**config.mk**
```make
export PLATFORM = sky130hd
export DESIGN_NAME = rdlw_div
export DESIGN_NICKNAME = d
export VERILOG_FILES = /design/src/hw/rtl/rdlw_pkg.sv /design/src/hw/rtl/rdlw_div.sv
export SDC_FILE = /design/constraint.sdc
export NUM_CORES = 2
export LEC_CHECK = 0
export BUFFER_PORTS_ARGS = -buffer_cell sky130_fd_sc_hd__buf_4
export CELL_PAD_IN_SITES_DETAIL_PLACEMENT = 1
export CELL_PAD_IN_SITES_GLOBAL_PLACEMENT = 1
export CORE_ASPECT_RATIO = 1.75
export CORE_UTILIZATION = 57
export DETAILED_ROUTE_END_ITERATION = 10
export MAX_ROUTING_LAYER = met4
export PLACE_DENSITY = 0.93
export SYNTH_ARGS = -nofsm -noshare
export SYNTH_HDL_FRONTEND = slang
export SYNTH_SLANG_ARGS = --single-unit
```
**constraint.sdc**
```tcl
create_clock -name clk -period 83.7 [get_ports clk]
set_input_delay 4.185 -clock clk [delete_from_list [all_inputs] [get_ports clk]]
set_output_delay 4.185 -clock clk [all_outputs]
set_load 0.01 [all_outputs]
```
**src/hw/rtl/rdlw_pkg.sv**
```systemverilog
// Shared types and constants for the radial distortion LUT warp unit.
// No dependencies; imported by every module of the block.
package rdlw_pkg;

  localparam int TABLE_DEPTH_DEF = 1024;

  // configuration register indexes
  localparam logic [1:0] REG_RADIUS_TO_INDEX = 2'd0;
  localparam logic [1:0] REG_INV_EDGE_TAN_X  = 2'd1;
  localparam logic [1:0] REG_INV_EDGE_TAN_Y  = 2'd2;

  localparam logic [23:0] RADIUS_TO_INDEX_RST = 24'd4096;
  localparam logic [15:0] INV_EDGE_TAN_RST    = 16'd4096;

  // item operations and channel codes
  localparam logic OP_WARP  = 1'b0;
  localparam logic OP_WRITE = 1'b1;

  localparam logic [1:0] CH_RED   = 2'd0;
  localparam logic [1:0] CH_GREEN = 2'd1;
  localparam logic [1:0] CH_BLUE  = 2'd2;
  localparam logic [1:0] CH_NONE  = 2'd3;

  localparam int S_W = 35;  // interpolated radius, signed integer

  // one beat as it travels the front of the pipeline
  typedef struct packed {
    logic               vld;
    logic               op;
    logic [1:0]         ch;
    logic signed [15:0] u;
    logic signed [15:0] v;
    logic [9:0]         eidx;
    logic [15:0]        eval;
  } rdlw_side_t;

  // beat handed from the table stages to the axis scaling
  typedef struct packed {
    logic                  res;
    logic signed [15:0]    ux;
    logic signed [15:0]    vy;
    logic signed [S_W-1:0] s;
  } rdlw_sv_t;

endpackage

```
**src/hw/rtl/rdlw_div.sv**
```systemverilog
// Pipelined restoring divider: unit direction u*2^14/r and v*2^14/r,
// truncated toward zero, one quotient bit per stage. Depends on rdlw_pkg.
module rdlw_div (
  input  logic                clk,
  input  logic                rst_n,
  input  logic                en,
  input  rdlw_pkg::rdlw_side_t side_i,
  input  logic [15:0]         r_i,
  output rdlw_pkg::rdlw_side_t side_o,
  output logic [15:0]         r_o,
  output logic signed [15:0]  ux_o,
  output logic signed [15:0]  vy_o
);
  import rdlw_pkg::*;

  localparam int QB = 15;  // |u| <= r, so the quotient is at most 2^14

  rdlw_side_t  side_r [QB+1];
  logic [15:0] d_r    [QB+1];
  logic [29:0] rem_r  [QB+1][2];
  logic [14:0] q_r    [QB+1][2];
  logic        neg_r  [QB+1][2];

  logic [15:0] mag_u;
  logic [15:0] mag_v;

  always_comb begin
    mag_u = side_i.u[15] ? (16'd0 - side_i.u) : side_i.u;
    mag_v = side_i.v[15] ? (16'd0 - side_i.v) : side_i.v;
  end

  always_ff @(posedge clk) begin
    if (!rst_n) begin
      side_r[0].vld <= 1'b0;
    end else if (en) begin
      side_r[0]   <= side_i;
      d_r[0]      <= r_i;
      rem_r[0][0] <= {mag_u, 14'd0};
      rem_r[0][1] <= {mag_v, 14'd0};
      q_r[0][0]   <= '0;
      q_r[0][1]   <= '0;
      neg_r[0][0] <= side_i.u[15];
      neg_r[0][1] <= side_i.v[15];
    end
  end

  for (genvar k = 1; k <= QB; k++) begin : g_step
    logic [30:0] dsh;
    logic [30:0] rem_ext [2];
    logic        ge      [2];

    always_comb begin
      dsh = {15'd0, d_r[k-1]} << (QB - k);
      for (int a = 0; a < 2; a++) begin
        rem_ext[a] = {1'b0, rem_r[k-1][a]};
        ge[a]      = (rem_ext[a] >= dsh);
      end
    end

    always_ff @(posedge clk) begin
      if (!rst_n) begin
        side_r[k].vld <= 1'b0;
      end else if (en) begin
        side_r[k] <= side_r[k-1];
        d_r[k]    <= d_r[k-1];
        for (int a = 0; a < 2; a++) begin
          rem_r[k][a] <= ge[a] ? 30'(rem_ext[a] - dsh) : rem_r[k-1][a];
          q_r[k][a]   <= {q_r[k-1][a][13:0], ge[a]};
          neg_r[k][a] <= neg_r[k-1][a];
        end
      end
    end
  end

  // zero radius means u = v = 0; the raw quotient would be all ones
  logic signed [15:0] res [2];
  always_comb begin
    for (int a = 0; a < 2; a++) begin
      if (d_r[QB] == 16'd0) begin
        res[a] = '0;
      end else if (neg_r[QB][a]) begin
        res[a] = -$signed({1'b0, q_r[QB][a]});
      end else begin
        res[a] = $signed({1'b0, q_r[QB][a]});
      end
    end
  end

  rdlw_side_t         oside_r;
  logic [15:0]        or_r;
  logic signed [15:0] oux_r;
  logic signed [15:0] ovy_r;

  always_ff @(posedge clk) begin
    if (!rst_n) begin
      oside_r.vld <= 1'b0;
    end else if (en) begin
      oside_r <= side_r[QB];
      or_r    <= d_r[QB];
      oux_r   <= res[0];
      ovy_r   <= res[1];
    end
  end

  assign side_o = oside_r;
  assign r_o    = or_r;
  assign ux_o   = oux_r;
  assign vy_o   = ovy_r;

endmodule

```
==> metrics.yaml <==
synthTopCellsByArea: "edfxtp_1, ha_1, xnor2_1"
rrSetupSlack_ns: 79.07
power.density_nw_per_um2: 23.9
die_h_um: 557
fin_crit_ns: 9.44
synthAdderAreaFrac: 0.0656
whs_ns: 0.396
die_w_um: 319
syn_inst: 7170
routed_wl_mm: 302
synth_top_cell_by_area: "edfxtp_1"
leakage_uw: 0.0401
end_kind: "flop"
hold_violations: 0
synth_xor_area_frac: 0.0480
rsz0062_at_grt: "no"
dp_cells: 9533
cts_resized: 0
drive_above_1_share: 0.0947
core-area_um2: 175000
grt_pass1_vias: 69600
syn_area_um2: 100000
num_io_pins: 191
grt_overflow: 0
path_class: "in2reg"
root_buffer: "clkbuf_16"
cts_tree: "yes"
synth_compound_area_frac: 0.0909
finalPower_uw: 2650
clk_latency_ns: 0.89
rows: 203
synth_top_family_by_area: "compound AO/OA/AOI/OAI gates"
grt_use_met3: 0.0623
synthesis.nets: 7761
synth_top_area_share: 0.674
synth_simple_gate_area_frac: 0.0880
cts.sinks: 2258
dp_hpwl_mm: 202
ys_warn_count: 0
path_max_fanout: 184
drt_iter0_drc: 4977
synth_ff_type: "edfxtp_1"
route.antenna.remaining_nets: 0
initial_core_util: 0.574
start_kind: "primary input"
h-tree-depth: 4
setup_viol: 0
irDropWorstVdd_mv: 0.0246
dieArea_um2: 178000
placed_area_um2: 105000
fin_crit_sh: 0.113
setup_tns_ns: 0
grt_pass1_wl_mm: 443
wl_per_cell_um: 30.5
grtUsageMet2: 0.637
use_met1: 0.280
yosysMostFrequentCell: "edfxtp_1"
worst_pin_slew_ns: 1.38
vias: 63400
avgViaCountPerCell: 6.40
drcViolationCount: 0
synthDistinctLibCells: 103
dr.pass1.iters: 6
synth_seq_cells: 2258
postCtsHoldBufs: 0
min_path_type: "reg2reg"
synth_area_per_cell_um2: 14.0
nNetsFinal: 8073
drv_slew: 0
layoutNonFillerInstCount: 9906
synth_edf_count: 2256
cts.path.max_buffers: 4
area_growth_syn_to_layout_pct: 10.6
numCtsBuffers: 202
antenna_found_initial: 14
grt_max_degree: 185
numPortBuffers: 190
status: "completed"
slew_headroom: 0.0825
cp.arrival_ns: 9.91
post-cts-setup-buffers: 0
crit_required_ns: 84.17
busiest_layer: "met2"
drv_cap: 0
postLayoutCellArea_um2: 111000
skew_ns: 0.109
max_freq_ghz: 0.106
seq_area_frac_synth: 0.675
clkTransAtPathRegs_ns: 0.07
synth_common_cells: "edfxtp_1, ha_1, nand2_1"
grt_usage: 0.352
async_flop_share: 0
synthMuxAreaShare: 0.0124
routabilityCongestion: 1.04
[critical path, stage by stage]
cell and delay [ns]:
buf_4 0.19, and2_4 0.70, buf_4 0.88, buf_12 0.74
buf_4 0.93, buf_4 0.91, buf_4 0.97
[sequential cells by signal (all words and copies together), names as in the netlist]
register  count
q_r         240
r_o          16
side_o       62
vy_o         16
d_r         256
side_r      992
rem_r       660
ux_o         16
[layout by cell type, fill, tap and decap left out, types with 42 or more instances in the layout]
master / netlist / final
nor4_1: 77 / 77
buf_4: 3 / 233
mux2_2: 101 / 101
nor2b_1: 80 / 78
nand4_1: 84 / 84
a21oi_1: 419 / 417
nand3_1: 90 / 90
o21a_1: 76 / 76
xor2_1: 236 / 236
edfxtp_1: 2256 / 2256
o21ai_0: 385 / 383
a21o_1: 157 / 157
nor3_1: 141 / 141
inv_1: 386 / 386
o31ai_1: 59 / 59
and3_1: 53 / 53
nand2_1: 459 / 459
nand2b_1: 78 / 78
xnor2_1: 314 / 314
clkbuf_16: 0 / 204
ha_1: 482 / 482
or3_1: 55 / 55
a31oi_1: 43 / 42
nor2_1: 454 / 454
[logic make-up (layout without fill, tap and decap cells)]
logic type | count (synthesis) | in the layout
flops | 2258 | 2258
simple gates | 1773 | 1773
compound gates | 1450 | 1450
xor+xnor | 550 | 550
buf+inv | 518 | 984
fa+ha+maj | 510 | 510
mux | 111 | 111
other cells | 0 | 15
[cell type report]
cell class              count  area [um^2]
diodes                     15         37.5
clock buffers             229         5200
clock inverters           129         1340
fillers                 16200        63900
inverters                 390         1460
multi-input cells        4394        30700
flip-flops and latches   2258        67800
well taps                2255         2820
repair buffers            236         1810
[layer usage]
layer  vias to the layer above  share of wire
met3                      1679          0.049
li1                      27600              -
met4                         0           0.14
met2                      2994           0.53
met5                         -              0
met1                     31100           0.28
[metrics by stage]
step / worst slack (ns) / utilization
after floorplan: 25.93 / -
after global placement: 73.92 / 0.597
after detailed placement: 73.63 / 0.597
after CTS: 74.38 / 0.635
after global routing: 73.96 / 0.635
final: 74.26 / 0.635
[final timing paths]
check | start | end | depth (start not counted)
setup reg to reg | d_r[11][15]$_DFFE_PP_ | rem_r[6][20]$_DFFE_PP_ | 11
setup / recovery | en | side_r[4][44]$_DFFE_PP_ | 7
hold reg to reg | side_r[6][63]$_DFFE_PP_ | side_r[7][1]$_DFFE_PP_ | 0
hold / removal | side_r[6][63]$_DFFE_PP_ | side_r[7][1]$_DFFE_PP_ | 0
[power breakdown]
| part | leakage (uW) | internal [uW] | switching (uW) |
|---|---|---|---|
| clock | 0.00316 | 524 | 430 |
| sequential | 0.0211 | 1320 | 41.1 |
| combinational | 0.0159 | 120 | 214 |
(Power assumes the default switching activity.)
