==> config.mk <==
export PLATFORM = sky130hd
export DESIGN_NAME = rdlw_isqrt
export DESIGN_NICKNAME = d
export VERILOG_FILES = /design/src/hw/rtl/rdlw_pkg.sv /design/src/hw/rtl/rdlw_isqrt.sv
export SDC_FILE = /design/constraint.sdc
export NUM_CORES = 2
export LEC_CHECK = 0
export BUFFER_PORTS_ARGS = -buffer_cell sky130_fd_sc_hd__buf_2
export CAP_MARGIN = 20
export CORE_UTILIZATION = 45
export DETAILED_ROUTE_END_ITERATION = 12
export SYNTH_ARGS = -nofsm -noshare
export SYNTH_HDL_FRONTEND = slang
export SYNTH_SLANG_ARGS = --single-unit
==> constraint.sdc <==
create_clock -name clk -period 73.5 [get_ports clk]
set_input_delay 11.025 -clock clk [delete_from_list [all_inputs] [get_ports clk]]
set_output_delay 11.025 -clock clk [all_outputs]
set_load 0.005 [all_outputs]
==> src/hw/rtl/rdlw_pkg.sv <==
// Shared types and constants for the radial distortion LUT warp unit.
// No dependencies; imported by every module of the block.
package rdlw_pkg;

  localparam int TABLE_DEPTH_DEF = 1024;

  // configuration register indexes
  localparam logic [1:0] REG_RADIUS_TO_INDEX = 2'd0;
  localparam logic [1:0] REG_INV_EDGE_TAN_X  = 2'd1;
  localparam logic [1:0] REG_INV_EDGE_TAN_Y  = 2'd2;

  localparam logic [23:0] RADIUS_TO_INDEX_RST = 24'd4096;
  localparam logic [15:0] INV_EDGE_TAN_RST    = 16'd4096;

  // item operations and channel codes
  localparam logic OP_WARP  = 1'b0;
  localparam logic OP_WRITE = 1'b1;

  localparam logic [1:0] CH_RED   = 2'd0;
  localparam logic [1:0] CH_GREEN = 2'd1;
  localparam logic [1:0] CH_BLUE  = 2'd2;
  localparam logic [1:0] CH_NONE  = 2'd3;

  localparam int S_W = 35;  // interpolated radius, signed integer

  // one beat as it travels the front of the pipeline
  typedef struct packed {
    logic               vld;
    logic               op;
    logic [1:0]         ch;
    logic signed [15:0] u;
    logic signed [15:0] v;
    logic [9:0]         eidx;
    logic [15:0]        eval;
  } rdlw_side_t;

  // beat handed from the table stages to the axis scaling
  typedef struct packed {
    logic                  res;
    logic signed [15:0]    ux;
    logic signed [15:0]    vy;
    logic signed [S_W-1:0] s;
  } rdlw_sv_t;

endpackage

==> src/hw/rtl/rdlw_isqrt.sv <==
// Pipelined integer square root of u*u + v*v, one result bit per stage.
// Depends on rdlw_pkg.
module rdlw_isqrt (
  input  logic                clk,
  input  logic                rst_n,
  input  logic                en,
  input  rdlw_pkg::rdlw_side_t side_i,
  output rdlw_pkg::rdlw_side_t side_o,
  output logic [15:0]         root_o
);
  import rdlw_pkg::*;

  localparam int STEPS = 16;

  rdlw_side_t         sq_side_r;
  logic signed [31:0] usq_r;
  logic signed [31:0] vsq_r;

  rdlw_side_t  side_r [STEPS+1];
  logic [31:0] n_r    [STEPS+1];
  logic [19:0] rem_r  [STEPS+1];
  logic [15:0] root_r [STEPS+1];

  always_ff @(posedge clk) begin
    if (!rst_n) begin
      sq_side_r.vld <= 1'b0;
      side_r[0].vld <= 1'b0;
    end else if (en) begin
      sq_side_r <= side_i;
      usq_r     <= side_i.u * side_i.u;
      vsq_r     <= side_i.v * side_i.v;
      side_r[0] <= sq_side_r;
      n_r[0]    <= $unsigned(usq_r) + $unsigned(vsq_r);
      rem_r[0]  <= '0;
      root_r[0] <= '0;
    end
  end

  for (genvar k = 1; k <= STEPS; k++) begin : g_step
    logic [19:0] rem_sh;
    logic [19:0] trial;
    logic        ge;

    always_comb begin
      rem_sh = {rem_r[k-1][17:0], n_r[k-1][31:30]};
      trial  = {2'b00, root_r[k-1], 2'b01};
      ge     = (rem_sh >= trial);
    end

    always_ff @(posedge clk) begin
      if (!rst_n) begin
        side_r[k].vld <= 1'b0;
      end else if (en) begin
        side_r[k] <= side_r[k-1];
        n_r[k]    <= {n_r[k-1][29:0], 2'b00};
        rem_r[k]  <= ge ? (rem_sh - trial) : rem_sh;
        root_r[k] <= {root_r[k-1][14:0], ge};
      end
    end
  end

  assign side_o = side_r[STEPS];
  assign root_o = root_r[STEPS];

endmodule

==> key figures <==
Clock tree
  • CTS tree: yes
  • Worst-skew pair later-pin latency: roughly 0.8 ns
  • Clk sink count: 1834
  • Post-CTS resize count: 0
  • # hold bufs at CTS: 0
  • H-tree levels: 4
  • Root buffer cell: clkbuf_16
  • CTS Buf Count: 187
  • Clock buffer depth: 3
  • Clock slew at reported path FFs: roughly 0.060 ns
  • Post-CTS Setup Inserts: 0

Setup path
  • R2R cell count: 11
  • R2R Setup Slk: around 70 ns
  • R2r endpoint: rem_r[0][237]
  • Worst Path Arrival: 17.60 ns
  • Top fanout value on the critical path: 18
  • CP endpoint kind: register
  • Setup CP Type: input port to register
  • WP data required: 74.05 ns
  • Launch point of the worst path: side_i[57]
  • CP endpoint: usq_r[30]
  • Worst r2r src: rem_r[0][200]
  • Crit start category: input port

Yosys
  • Cells after Synth: 5434
  • Synth top area share: 0.657
  • Ys async rst share: 0
  • Synthesized Nets: 6330
  • Main synth FF type: edfxtp_1
  • Syn. warnings: 0
  • Sequential fraction of the synthesis area: 0.657
  • Synth Cell Area: 83700 um2
  • Avg Cell Area, Syn: 15.4 um2
  • Synth top area cells: edfxtp_1 (66%), fa_1 (11%), ha_1 (5.5%), inv_1 (3.7%), xnor2_1 (2.1%)
  • Netlist cell types: 92
  • Register bit total from synthesis: 1834
  • Post-synth top area cell: edfxtp_1
  • Post-synth EDFFs: 1832

Placed design
  • Post-DP Area: 87400 um2
  • Pre-CTS setup slack: 55.62 ns
  • Routability cong.: 0.846
  • IO buf count: about 140
  • Cells after DPL: between 7k and 8k
  • Hpwl dp: 86900 um

Pwr
  • VDD IR max: 0.0000865 V
  • Internal power: around 0.0026 W
  • Cell leakage power: about 36 nW
  • PwrDens: roughly 42 nW/um2
  • Sw Pwr: 0.00133 W
  • Flop pwr share: 0.344
  • Clk pwr share: 0.244
  • Combinational power share: 0.412
  • Net Sw Frac: 0.339

Detailed routing
  • Via count: 40.1k
  • Antenna Nets Post-Route: 0
  • Wire per inst: 15.3 um
  • DRT Pass-1 Iters: 5
  • Overall routed net length: 127000 um
  • DR iter-0 viols: 2261
  • Post-DR vias/cell: ~4.8
  • DRC: 0

Min path
  • Min-delay worst type: register to register

Global route
  • Vias in the first global route: 41.9k
  • First-pass GRT wire length: 209000 um
  • Antenna violations before repair: 3
  • Largest net degree at the start of global routing: 200
  • Grt ovf: 0
  • Tot GR Track Use: 0.139

Layout
  • FILL cells: 15.3k
  • Commonest non-fill, non-tap cell in the layout: edfxtp_1
  • Nets: 6609
  • Share of layout cells above drive strength 1: 0.0920
  • Commonest cells after routing, fill and taps aside: edfxtp_1 (1832), inv_1 (825), fa_1 (466)
  • Final instance area: 93800 um2
  • Layout Cells excl Fill: 8337
  • Area grow syn2layout: 12.0%

Floorplan
  • Cell Rows: 157
  • Chip width: roughly 430 um
  • Number of I/O pins: 143
  • Die Ht: roughly 430 um
  • Die area: 188000 um2
  • Core area: 184000 um2
  • Initial core utilization: 0.455

Run
  • MaxCap Viol Count: 0

Timing
  • Setup TNS Final: 0 ns
  • Max-slew violations: 0
  • Fin. Hold Viols: 0
  • Final Skew: 0.0485 ns
  • Post-route minimum period: roughly 17 ns
  • RSZ-0062 raised after global routing: no
  • Final WS setup: 56.45 ns
  • Normalized max-slew margin: 0.315
  • Period utilization: 0.232
  • Worst slew pin tran: approximately 1 ns
  • Fmax: 0.0586 GHz
  • Final setup viols: 0

Run status
  • Outcome: completed
routing by layer:
metal | GRT usage | vias to the layer above | share of wire
li1 | - | 19554 | -
met1 | 0.166 | 19783 | 0.42
met2 | 0.245 | 554 | 0.51
met3 | 0.0269 | 250 | 0.034
met4 | 0.0561 | 2 | 0.034
met5 | 0 | - | 0.000071
worst min path at each step:
| stage | endpoint | startpoint | slack [ns] | cells after the start |
|---|---|---|---|---|
| floorplan | n_r[0][102] | n_r[0][68] | 0.40 | 0 |
| global placement | side_r[10][59] | side_r[9][59] | 0.40 | 0 |
| detailed placement | n_r[0][127] | n_r[0][93] | 0.40 | 0 |
| CTS | n_r[0][156] | n_r[0][122] | 0.38 | 0 |
| global route | side_r[3][31] | side_r[2][31] | 0.39 | 0 |
| finish | n_r[0][156] | n_r[0][122] | 0.39 | 0 |
synth_stat cells, types with 4 or more instances:
cell type,number
a21boi_0,5
o21ai_1,14
and2_1,84
mux2i_1,10
edfxtp_1,1832
o21bai_1,10
nand3_1,50
nor3_1,57
o31ai_1,21
and3_1,41
nand2_1,288
a31oi_1,12
o2111ai_1,6
o21a_1,54
nor4_1,24
nor2_1,225
a21oi_2,4
xor2_1,96
a21o_1,51
o211ai_1,11
xnor2_1,197
fa_1,466
buf_1,4
nand2b_1,51
o21ai_0,118
clkbuf_1,59
or4_1,6
or2_2,17
a211oi_1,18
a21oi_1,178
nand3b_1,9
buf_2,14
ha_1,365
or3_1,30
inv_1,825
nor2b_1,40
a22o_1,5
mux2_2,16
nand4_1,20
a31o_2,15
flip-flops by register name (all words and copies together) (netlist names):
| signal | flops |
|---|---|
| rem_r | 250 |
| usq_r | 30 |
| side_r | 1054 |
| vsq_r | 30 |
| root_r | 136 |
| sq_side_r | 62 |
| n_r | 272 |
final cells by class:
cell class	count	area, um2	share of cell area
antenna	1	2.50	0.0000267
clock buffer	215	4810	0.0512
clock inverter	133	1550	0.0166
inverter	826	3100	0.0330
multi-input combinational	2694	25300	0.269
sequential	1834	55100	0.587
tap	2464	3080	0.0329
timing repair buffer	170	961	0.0102
stage by stage:
stage | hold WS, ns | power, W | util
2_1_floorplan | 0.400 | 0.00271 | -
3_3_place_gp | 0.400 | 0.00299 | 0.475
3_5_place_dp | 0.405 | 0.00302 | 0.475
4_1_cts | 0.383 | 0.00399 | 0.510
5_1_grt | 0.392 | 0.00423 | 0.510
6_report | 0.386 | 0.00392 | 0.510
kinds of logic (layout without fill, tap and decap cells):
kind of cell             count (synthesis)  after routing  synth area share
multiplexers                            27             27           0.00353
buffers and inverters                  906           1344            0.0410
AND/OR/NAND/NOR                        972            972            0.0573
AO/OA/AOI/OAI                          570            570            0.0442
flip-flops                            1834           1834             0.657
adder cells (fa/ha/maj)                831            831             0.166
other                                    1              2         0.0000448
XOR/XNOR                               293            293            0.0306
power by group through the flow:
stage               combinational, W  sequential, W  clock (W)
floorplan                    0.00126        0.00144          0
global placement             0.00162        0.00137          0
detailed placement           0.00165        0.00137          0
CTS                          0.00166        0.00135   0.000989
global route                 0.00185        0.00135    0.00103
finish                       0.00161        0.00135   0.000955
worst max-delay path: stages:
cell and delay [ns]:
buf_2 0.34, inv_1 0.37, nor2_1 0.31, fa_1 0.61, fa_1 0.91, fa_1 0.54
fa_1 0.52, fa_1 0.49, inv_1 0.05, fa_1 0.47, inv_1 0.04, ha_1 0.35
a21o_1 0.20, a2111oi_0 0.41, o2111ai_1 0.20, o211ai_1 0.20, o21ai_1 0.14, a21o_1 0.19
a21oi_1 0.16, xnor2_1 0.08
(Power assumes the default switching activity.)
